**config.mk**
```make
export PLATFORM = sky130hd
export DESIGN_NAME = rotated_circle_point_plotter_core
export DESIGN_NICKNAME = d
export VERILOG_FILES = /design/src/hw/rtl/rcpp_pkg.sv /design/src/hw/rtl/rotated_circle_point_plotter_core.sv
export SDC_FILE = /design/constraint.sdc
export NUM_CORES = 2
export LEC_CHECK = 0
export BUFFER_PORTS_ARGS = -buffer_cell sky130_fd_sc_hd__buf_4
export CAP_MARGIN = 0
export CELL_PAD_IN_SITES_DETAIL_PLACEMENT = 2
export CELL_PAD_IN_SITES_GLOBAL_PLACEMENT = 2
export CORE_MARGIN = 2
export CORE_UTILIZATION = 30
export CTS_CLUSTER_DIAMETER = 80
export DETAILED_ROUTE_END_ITERATION = 8
export PLACE_DENSITY = 0.75
export SYNTH_ARGS = -nofsm -noshare
export SYNTH_HDL_FRONTEND = slang
export SYNTH_SLANG_ARGS = --single-unit
```
**constraint.sdc**
```tcl
create_clock -name clk -period 9.9 [get_ports clk]
set_input_delay 1.485 -clock clk [delete_from_list [all_inputs] [get_ports clk]]
set_output_delay 1.485 -clock clk [all_outputs]
set_load 0.01 [all_outputs]
```
**src/hw/rtl/rcpp_pkg.sv**
```systemverilog
// ----------------------------------------------------------------------------
// rcpp_pkg
// Types, constants and trig helpers for the rotated circle point plotter.
// ----------------------------------------------------------------------------
package rcpp_pkg;

    // command codes
    typedef enum logic [1:0] {
        OP_CIRCLE = 2'd0,
        OP_ORBIT  = 2'd1,
        OP_AXIS   = 2'd2,
        OP_NONE   = 2'd3
    } op_t;

    // configuration register indexes
    localparam logic [1:0] CFG_CENTER_ROW  = 2'd0;
    localparam logic [1:0] CFG_CENTER_COL  = 2'd1;
    localparam logic [1:0] CFG_YAW_ANGLE   = 2'd2;
    localparam logic [1:0] CFG_TUBE_RADIUS = 2'd3;

    localparam int CFG_DATA_W = 9;

    // points per command, minus one
    localparam logic [5:0] CIRCLE_LAST_K = 6'd35;
    localparam logic [5:0] ORBIT_LAST_K  = 6'd8;
    localparam logic [5:0] AXIS_LAST_K   = 6'd15;

    typedef enum logic [1:0] {
        SEQ_IDLE,
        SEQ_ISSUE,
        SEQ_DRAIN
    } seq_state_t;

    typedef struct packed {
        logic [1:0] operation;
        logic [8:0] pitch_angle;
        logic [8:0] roll_angle;
        logic [6:0] radius;
        logic [8:0] orbit_angle;
        logic [7:0] color;
    } cmd_t;

    typedef struct packed {
        logic [15:0] pixel_address;
        logic [7:0]  pixel_value;
        logic        last;
    } pix_t;

    // quarter-wave sine, Q1.7
    localparam logic [7:0] QSIN [0:90] = '{
        8'h00,8'h02,8'h04,8'h07,8'h09,8'h0b,8'h0d,8'h10,8'h12,8'h14,
        8'h16,8'h18,8'h1b,8'h1d,8'h1f,8'h21,8'h23,8'h25,8'h28,8'h2a,
        8'h2c,8'h2e,8'h30,8'h32,8'h34,8'h36,8'h38,8'h3a,8'h3c,8'h3e,
        8'h40,8'h42,8'h44,8'h46,8'h48,8'h49,8'h4b,8'h4d,8'h4f,8'h51,
        8'h52,8'h54,8'h56,8'h57,8'h59,8'h5a,8'h5c,8'h5e,8'h5f,8'h61,
        8'h62,8'h63,8'h65,8'h66,8'h68,8'h69,8'h6a,8'h6b,8'h6d,8'h6e,
        8'h6f,8'h70,8'h71,8'h72,8'h73,8'h74,8'h75,8'h76,8'h77,8'h78,
        8'h78,8'h79,8'h7a,8'h7a,8'h7b,8'h7c,8'h7c,8'h7d,8'h7d,8'h7e,
        8'h7e,8'h7e,8'h7f,8'h7f,8'h7f,8'h7f,8'h80,8'h80,8'h80,8'h80,
        8'h80
    };

    // angles above 360 lose one full turn
    function automatic logic [8:0] fold_angle(input logic [8:0] a);
        return (a > 9'd360) ? (a - 9'd360) : a;
    endfunction

    function automatic logic signed [8:0] sin_deg(input logic [8:0] d);
        logic [6:0] idx;
        logic       neg;
        logic [8:0] mag;
        if (d <= 9'd90) begin
            idx = d[6:0];
            neg = 1'b0;
        end else if (d <= 9'd180) begin
            idx = 7'(9'd180 - d);
            neg = 1'b0;
        end else if (d <= 9'd270) begin
            idx = 7'(d - 9'd180);
            neg = 1'b1;
        end else begin
            idx = 7'(9'd360 - d);
            neg = 1'b1;
        end
        mag = {1'b0, QSIN[idx]};
        return neg ? -mag : mag;
    endfunction

    function automatic logic signed [8:0] cos_deg(input logic [8:0] d);
        logic [6:0] idx;
        logic       neg;
        logic [8:0] mag;
        if (d <= 9'd90) begin
            idx = 7'(9'd90 - d);
            neg = 1'b0;
        end else if (d <= 9'd180) begin
            idx = 7'(d - 9'd90);
            neg = 1'b1;
        end else if (d <= 9'd270) begin
            idx = 7'(9'd270 - d);
            neg = 1'b1;
        end else begin
            idx = 7'(d - 9'd270);
            neg = 1'b0;
        end
        mag = {1'b0, QSIN[idx]};
        return neg ? -mag : mag;
    endfunction

    // wrapping 16-bit product of a Q1.7 factor and a 16-bit value
    function automatic logic signed [15:0] mul16(input logic signed [8:0]  a,
                                                 input logic signed [15:0] b);
        logic signed [24:0] p;
        p = a * b;
        return p[15:0];
    endfunction

    function automatic logic signed [15:0] asr7(input logic signed [15:0] v);
        return v >>> 7;
    endfunction

endpackage

```
**src/hw/rtl/rotated_circle_point_plotter_core.sv**
```systemverilog
// ----------------------------------------------------------------------------
// rotated_circle_point_plotter_core
// Turns one draw command into a run of rotated, screen-offset pixel writes.
// ----------------------------------------------------------------------------
//  channel | signals                          | role
//  cmd     | cmd_valid, cmd_stall, cmd        | draw command in
//  pix     | pix_valid, pix_stall, pix        | pixel writes out, last flagged
//  cfg     | cfg_write, cfg_index, cfg_data   | register writes
//
// A command issues its point count (36, 9 or 16): one point enters the
// six-stage multiply pipeline per cycle unless pix stalls, and the command
// register is held until the last point has left, so cmd_stall is high from
// drawing command acceptance to the last pixel transaction. A stall on pix
// freezes the whole pipeline. rst_n clears control state, loads register defaults.
// ----------------------------------------------------------------------------
module rotated_circle_point_plotter_core
(
    input  logic                             clk,
    input  logic                             rst_n,
    input  logic                             cmd_valid,
    output logic                             cmd_stall,
    input  rcpp_pkg::cmd_t                   cmd,
    output logic                             pix_valid,
    input  logic                             pix_stall,
    output rcpp_pkg::pix_t                   pix,
    input  logic                             cfg_write,
    input  logic [1:0]                       cfg_index,
    input  logic [rcpp_pkg::CFG_DATA_W-1:0]  cfg_data
);
    import rcpp_pkg::*;

    // configuration registers
    logic [7:0] center_row_reg, center_col_reg;
    logic [8:0] yaw_angle_reg;
    logic [2:0] tube_radius_reg;

    always_ff @(posedge clk or negedge rst_n)
    begin
        if (!rst_n)
        begin
            center_row_reg  <= 8'd120;
            center_col_reg  <= 8'd128;
            yaw_angle_reg   <= 9'd0;
            tube_radius_reg <= 3'd5;
        end
        else if (cfg_write)
        begin
            unique case (cfg_index)
                CFG_CENTER_ROW:  center_row_reg  <= cfg_data[7:0];
                CFG_CENTER_COL:  center_col_reg  <= cfg_data[7:0];
                CFG_YAW_ANGLE:   yaw_angle_reg   <= cfg_data[8:0];
                CFG_TUBE_RADIUS: tube_radius_reg <= cfg_data[2:0];
                default:         center_row_reg  <= center_row_reg;
            endcase
        end
    end

    // sequencer
    seq_state_t state_reg, state_next;
    logic [5:0] k_reg, k_next;
    op_t        op_reg;
    logic       adv;
    logic       cmd_take;
    logic       last_k;

    assign cmd_take = cmd_valid && !cmd_stall;
    assign adv      = !pix_valid || !pix_stall;

    always_comb
    begin
        unique case (op_reg)
            OP_CIRCLE: last_k = (k_reg == CIRCLE_LAST_K);
            OP_ORBIT:  last_k = (k_reg == ORBIT_LAST_K);
            OP_AXIS:   last_k = (k_reg == AXIS_LAST_K);
            OP_NONE:   last_k = 1'b1;
        endcase
    end

    // next state
    always_comb
    begin
        state_next = state_reg;
        k_next     = k_reg;
        unique case (state_reg)
            SEQ_IDLE:
            begin
                k_next = 6'd0;
                if (cmd_valid && (op_t'(cmd.operation) != OP_NONE))
                    state_next = SEQ_ISSUE;
            end
            SEQ_ISSUE:
            begin
                if (adv)
                begin
                    if (last_k)
                        state_next = SEQ_DRAIN;
                    else
                        k_next = k_reg + 6'd1;
                end
            end
            SEQ_DRAIN:
            begin
                if (pix_valid && !pix_stall && pix.last)
                    state_next = SEQ_IDLE;
            end
            default: state_next = SEQ_IDLE;
        endcase
    end

    // sequencer outputs
    logic issue;
    always_comb
    begin
        cmd_stall = (state_reg != SEQ_IDLE);
        issue     = (state_reg == SEQ_ISSUE);
    end

    always_ff @(posedge clk or negedge rst_n)
    begin
        if (!rst_n)
        begin
            state_reg <= SEQ_IDLE;
            k_reg     <= 6'd0;
        end
        else
        begin
            state_reg <= state_next;
            k_reg     <= k_next;
        end
    end

    // command register: trig of all angles taken at acceptance
    logic signed [8:0] s1_reg, c1_reg, s2_reg, c2_reg, s3_reg, c3_reg, s4_reg, c4_reg;
    logic [6:0]        radius_reg;
    logic [2:0]        rr_reg;
    logic [7:0]        color_reg;

    always_ff @(posedge clk)
    begin
        if (cmd_take)
        begin
            op_reg     <= op_t'(cmd.operation);
            s1_reg     <= sin_deg(fold_angle(cmd.pitch_angle));
            c1_reg     <= cos_deg(fold_angle(cmd.pitch_angle));
            s2_reg     <= sin_deg(fold_angle(yaw_angle_reg));
            c2_reg     <= cos_deg(fold_angle(yaw_angle_reg));
            s3_reg     <= sin_deg(fold_angle(cmd.roll_angle));
            c3_reg     <= cos_deg(fold_angle(cmd.roll_angle));
            s4_reg     <= sin_deg(fold_angle(cmd.orbit_angle));
            c4_reg     <= cos_deg(fold_angle(cmd.orbit_angle));
            radius_reg <= cmd.radius;
            rr_reg     <= tube_radius_reg;
            color_reg  <= cmd.color;
        end
    end

    // stage 1: phase point scaled by radius (tube radius for orbit), or the axis ramp for axis
    logic [8:0]         phase;
    logic signed [15:0] amp, z_axis;
    logic signed [15:0] ma_next, mb_next;
    logic signed [15:0] ma_reg, mb_reg;
    logic               v1_reg, l1_reg;

    always_comb
    begin
        phase   = (op_reg == OP_ORBIT) ? (9'(k_reg) * 9'd40) : (9'(k_reg) * 9'd10);
        amp     = (op_reg == OP_ORBIT) ? 16'({13'd0, rr_reg}) : 16'({9'd0, radius_reg});
        z_axis  = 16'hffe0 + {8'd0, k_reg, 2'b00};
        ma_next = asr7(mul16(cos_deg(phase), amp));
        mb_next = asr7(mul16(sin_deg(phase), amp));
        if (op_reg == OP_AXIS)
            ma_next = z_axis;
    end

    always_ff @(posedge clk or negedge rst_n)
    begin
        if (!rst_n)
            v1_reg <= 1'b0;
        else if (adv)
            v1_reg <= issue;
    end

    always_ff @(posedge clk)
    begin
        if (adv)
        begin
            ma_reg <= ma_next;
            mb_reg <= mb_next;
            l1_reg <= last_k;
        end
    end

    // stage 2: orbit ring placement, gives X, Y', Z
    logic signed [15:0] t_sum;
    logic signed [15:0] x2_next, yp2_next, z2_next;
    logic signed [15:0] x2_reg, yp2_reg, z2_reg;
    logic               v2_reg, l2_reg;

    always_comb
    begin
        t_sum = 16'({9'd0, radius_reg}) + mb_reg;
        unique case (op_reg)
            OP_ORBIT:
            begin
                x2_next  = asr7(mul16(c4_reg, t_sum));
                yp2_next = asr7(mul16(s4_reg, t_sum));
                z2_next  = ma_reg;
            end
            OP_AXIS:
            begin
                x2_next  = 16'sd0;
                yp2_next = 16'sd0;
                z2_next  = ma_reg;
            end
            default:
            begin
                x2_next  = ma_reg;
                yp2_next = mb_reg;
                z2_next  = 16'sd0;
            end
        endcase
    end

    always_ff @(posedge clk or negedge rst_n)
    begin
        if (!rst_n)
            v2_reg <= 1'b0;
        else if (adv)
            v2_reg <= v1_reg;
    end

    always_ff @(posedge clk)
    begin
        if (adv)
        begin
            x2_reg  <= x2_next;
            yp2_reg <= yp2_next;
            z2_reg  <= z2_next;
            l2_reg  <= l1_reg;
        end
    end

    // stage 3: pitch products
    logic signed [15:0] p1_reg, p2_reg, p3_reg, p4_reg, x3_reg;
    logic               v3_reg, l3_reg;

    always_ff @(posedge clk or negedge rst_n)
    begin
        if (!rst_n)
            v3_reg <= 1'b0;
        else if (adv)
            v3_reg <= v2_reg;
    end

    always_ff @(posedge clk)
    begin
        if (adv)
        begin
            p1_reg <= mul16(c1_reg, yp2_reg);
            p2_reg <= mul16(s1_reg, z2_reg);
            p3_reg <= mul16(s1_reg, yp2_reg);
            p4_reg <= mul16(c1_reg, z2_reg);
            x3_reg <= x2_reg;
            l3_reg <= l2_reg;
        end
    end

    // stage 4: pitch sums, yaw products
    logic signed [15:0] y4_next, zp4_next;
    logic signed [15:0] p5_reg, p6_reg, y4_reg;
    logic               v4_reg, l4_reg;

    assign y4_next  = asr7(p1_reg - p2_reg);
    assign zp4_next = asr7(p3_reg + p4_reg);

    always_ff @(posedge clk or negedge rst_n)
    begin
        if (!rst_n)
            v4_reg <= 1'b0;
        else if (adv)
            v4_reg <= v3_reg;
    end

    always_ff @(posedge clk)
    begin
        if (adv)
        begin
            p5_reg <= mul16(s2_reg, zp4_next);
            p6_reg <= mul16(c2_reg, x3_reg);
            y4_reg <= y4_next;
            l4_reg <= l3_reg;
        end
    end

    // stage 5: yaw sum, roll products
    logic signed [15:0] xp5_next;
    logic signed [15:0] q1_reg, q2_reg, q3_reg, q4_reg;
    logic               v5_reg, l5_reg;

    assign xp5_next = asr7(p5_reg + p6_reg);

    always_ff @(posedge clk or negedge rst_n)
    begin
        if (!rst_n)
            v5_reg <= 1'b0;
        else if (adv)
            v5_reg <= v4_reg;
    end

    always_ff @(posedge clk)
    begin
        if (adv)
        begin
            q1_reg <= mul16(c3_reg, xp5_next);
            q2_reg <= mul16(s3_reg, y4_reg);
            q3_reg <= mul16(s3_reg, xp5_next);
            q4_reg <= mul16(c3_reg, y4_reg);
            l5_reg <= l4_reg;
        end
    end

    // stage 6: roll sums, screen offset, address pack
    logic signed [15:0] xf, yf;
    logic [7:0]         row, col;
    pix_t               pix_next;
    logic               pix_valid_reg;
    pix_t               pix_reg;

    always_comb
    begin
        xf  = asr7(q1_reg - q2_reg);
        yf  = asr7(q3_reg + q4_reg);
        row = center_row_reg - yf[7:0];
        col = center_col_reg + xf[7:0];
        pix_next.pixel_address = {row, col};
        pix_next.pixel_value   = color_reg;
        pix_next.last          = l5_reg;
    end

    always_ff @(posedge clk or negedge rst_n)
    begin
        if (!rst_n)
            pix_valid_reg <= 1'b0;
        else if (adv)
            pix_valid_reg <= v5_reg;
    end

    always_ff @(posedge clk)
    begin
        if (adv)
            pix_reg <= pix_next;
    end

    assign pix_valid = pix_valid_reg;
    assign pix       = pix_reg;

endmodule

```
==> flow_metrics.tcl <==
set metrics [dict create \
    max_cap_viol_count 0 \
    maxSlewHeadroom_pct 9.78 \
    fin_skew_ps 41.8 \
    largest_reg_flops 25 \
    yosys.area.top_type "fa_1" \
    synth_area_per_cell_sq_um 9.17 \
    cp_common_cell "fa_1" \
    setup_ws_ps 276 \
    start_util_pct 30.1 \
    ys_seq_area_share_pct 16.9 \
    grtUsageTotal_pct 19.2 \
    antenna_left 0 \
    n_fill_cell 24800 \
    io_pins 87 \
    cts.sinks 387 \
    grt_overflow 0 \
    async_flop_share_pct 10.9 \
    path_class "reg -> reg" \
    final_cell_mix "inv_1 (1121), fa_1 (842), nand2_1 (730)" \
    drive_above_1_share_pct 8.24 \
    worst_slew_pin_slew_ps 1350 \
    synth.area.top_cells "fa_1 (25%), edfxtp_1 (15%), ha_1 (12%)" \
    first_pass_iters 5 \
    regArea_sq_um 11400 \
    cts_made_buffers 57 \
    grt_max_degree 142 \
    routed_wirelength_microns 220000 \
    synth_top_area_share_pct 25.0 \
    fp.dieW_microns 479 \
    grt_pass1_vias 63400 \
    cts_root_buf "clkbuf_16" \
    worst_setup_path_end_kind "flop" \
    synth_fp_nets 8939 \
    fp-row-count 174 \
    ys_types 132 \
    period_needed_ps 9620 \
    multi_input_area_sq_um 51000 \
    period_share_pct 97.2 \
    dp_slack_ps -379 \
    slew_violations 0 \
    synth-seq-cells 387 \
    clock_latency_ps 700 \
    cp_slowest_cell "xor2_1" \
    grt_pass1_wl_microns 357000 \
    io_buffers 86 \
    status "finished, final reports clean" \
    dieArea_sq_um 229000 \
    cp_max_fo 9 \
    antenna_found_initial 1 \
    critPathLaunchType "flop" \
    required_ps 10450 \
    yosys_warnings 0 \
    max_freq_mhz 104 \
    die_h_microns 479 \
    h-tree-depth 2 \
    cts_buffer_depth 3 \
    netlist_instances 7372 \
    final_common_cell "inv_1" \
    post-dp-hpwl_microns 170000 \
    holdBufCountCts 0 \
    first_iter_violations 2263 \
    hp-class "reg -> reg" \
    path_delay_family "adder cells" \
    wl_per_cell_microns 21.2 \
    hold_viol 0 \
    synth-edff-count 345 \
    ys.flop_type "edfxtp_1" \
    gp_congestion 0.844 \
    crit_buf_inv 8 \
    area_growth_pct 9.68 \
    finalNetCount 8918 \
    cp.arrival_ps 10170 \
    viasPerCell 5.22 \
    cts_tree "yes" \
    clk_pin_slew_worst_paths_ps 60 \
    setup_viol 0 \
    core_area_sq_um 224000 \
    slowest_delay_ps 660 \
    netlist_area_sq_um 67600 \
    vias 54200 \
    drc 0 \
    diodes 0 \
]
## final timing paths
kind	endpoint	depth (start not counted)	startpoint	slack (ps)
min reg2reg	pix[3]	0	color_reg[2]	420
max	mb_reg[8]	34	k_reg[1]	280
max in group asynchronous	k_reg[2]	1	rst_n	8480
max reg2reg	mb_reg[8]	34	k_reg[1]	280
min in group asynchronous	center_row_reg[0]	1	rst_n	870
min	pix[3]	0	color_reg[2]	420
## synthesized netlist by cell type (24+ instances only)
| library cell | n |
|---|---|
| or2_2 | 25 |
| clkbuf_1 | 193 |
| o21ai_1 | 24 |
| dfrtp_1 | 35 |
| buf_1 | 27 |
| o21ai_0 | 190 |
| xnor2_1 | 345 |
| mux2i_1 | 49 |
| o211ai_1 | 62 |
| or3_1 | 24 |
| nand2b_1 | 111 |
| fa_1 | 844 |
| edfxtp_1 | 345 |
| inv_1 | 1125 |
| nor3_1 | 113 |
| mux2_2 | 45 |
| a211oi_1 | 52 |
| o21bai_1 | 81 |
| nand4_1 | 41 |
| a21o_1 | 83 |
| and2_1 | 471 |
| nor2_1 | 301 |
| ha_1 | 663 |
| buf_2 | 73 |
| a31oi_1 | 76 |
| nand3_1 | 112 |
| xor2_1 | 81 |
| nand2_1 | 733 |
| nor2b_1 | 63 |
| nor4_1 | 34 |
| o31ai_1 | 30 |
| and3_1 | 27 |
| o21a_1 | 25 |
| a21oi_1 | 317 |
## logic make-up (layout without fill, tap and decap cells)
| logic type | Yosys count | count (layout) | share of synthesized area [%] |
|---|---|---|---|
| and+or+nand+nor | 2141 | 2141 | 16.0 |
| adders and majority gates | 1507 | 1507 | 37.2 |
| buffers and inverters | 1453 | 1481 | 8.34 |
| AOI/OAI and AO/OA | 1356 | 1356 | 14.3 |
| xor gates and xnor gates | 430 | 430 | 5.62 |
| DFF | 387 | 387 | 16.9 |
| muxes | 98 | 98 | 1.61 |
## per-stage QoR
stage               util [%]  cells  instance area (sq um)  hold slack, ps  TNS [ps]
CTS                     32.9  10400                  73800             425         0
finish                  33.0  10400                  74200             421         0
global route            33.0  10400                  74200             426     -26.9
detailed placement      32.0  10300                  71700             411      -922
global placement        32.0  10300                  71700             401         0
floorplan                  -   7372                  67600             400         0
## layer usage
| layer | share of wire, % | global-route usage (%) | vias to the layer above |
|---|---|---|---|
| met5 | 0 | 0 | - |
| met4 | 2.5 | 4.75 | 0 |
| met3 | 2.3 | 1.37 | 301 |
| met2 | 52 | 35.7 | 758 |
| met1 | 43 | 23.7 | 28600 |
| li1 | - | - | 24600 |
## timing repair
| item | 4_1_cts | 5_1_grt |
|---|---|---|
| hold endpoints to repair | 0 | 0 |
| endpoints found under the setup margin | 10 | 15 |
| pin swaps | 6 | 15 |
| setup buffers | 3 | 6 |
| gates resized for setup | 14 | 62 |
## final cells by class
type	instances	share of cell area, %
Clock buffer	77	2.16
Tap cell	2992	5.05
Clock inverter	31	0.531
Timing Repair Buffer	231	2.36
Sequential cell	387	15.4
Inverter	1142	5.79
Multi-Input combinational cell	5532	68.7
Power is left out: the tool's default activity adds up to more than one toggle a clock period on the data nets, which glitch-free logic cannot reach.
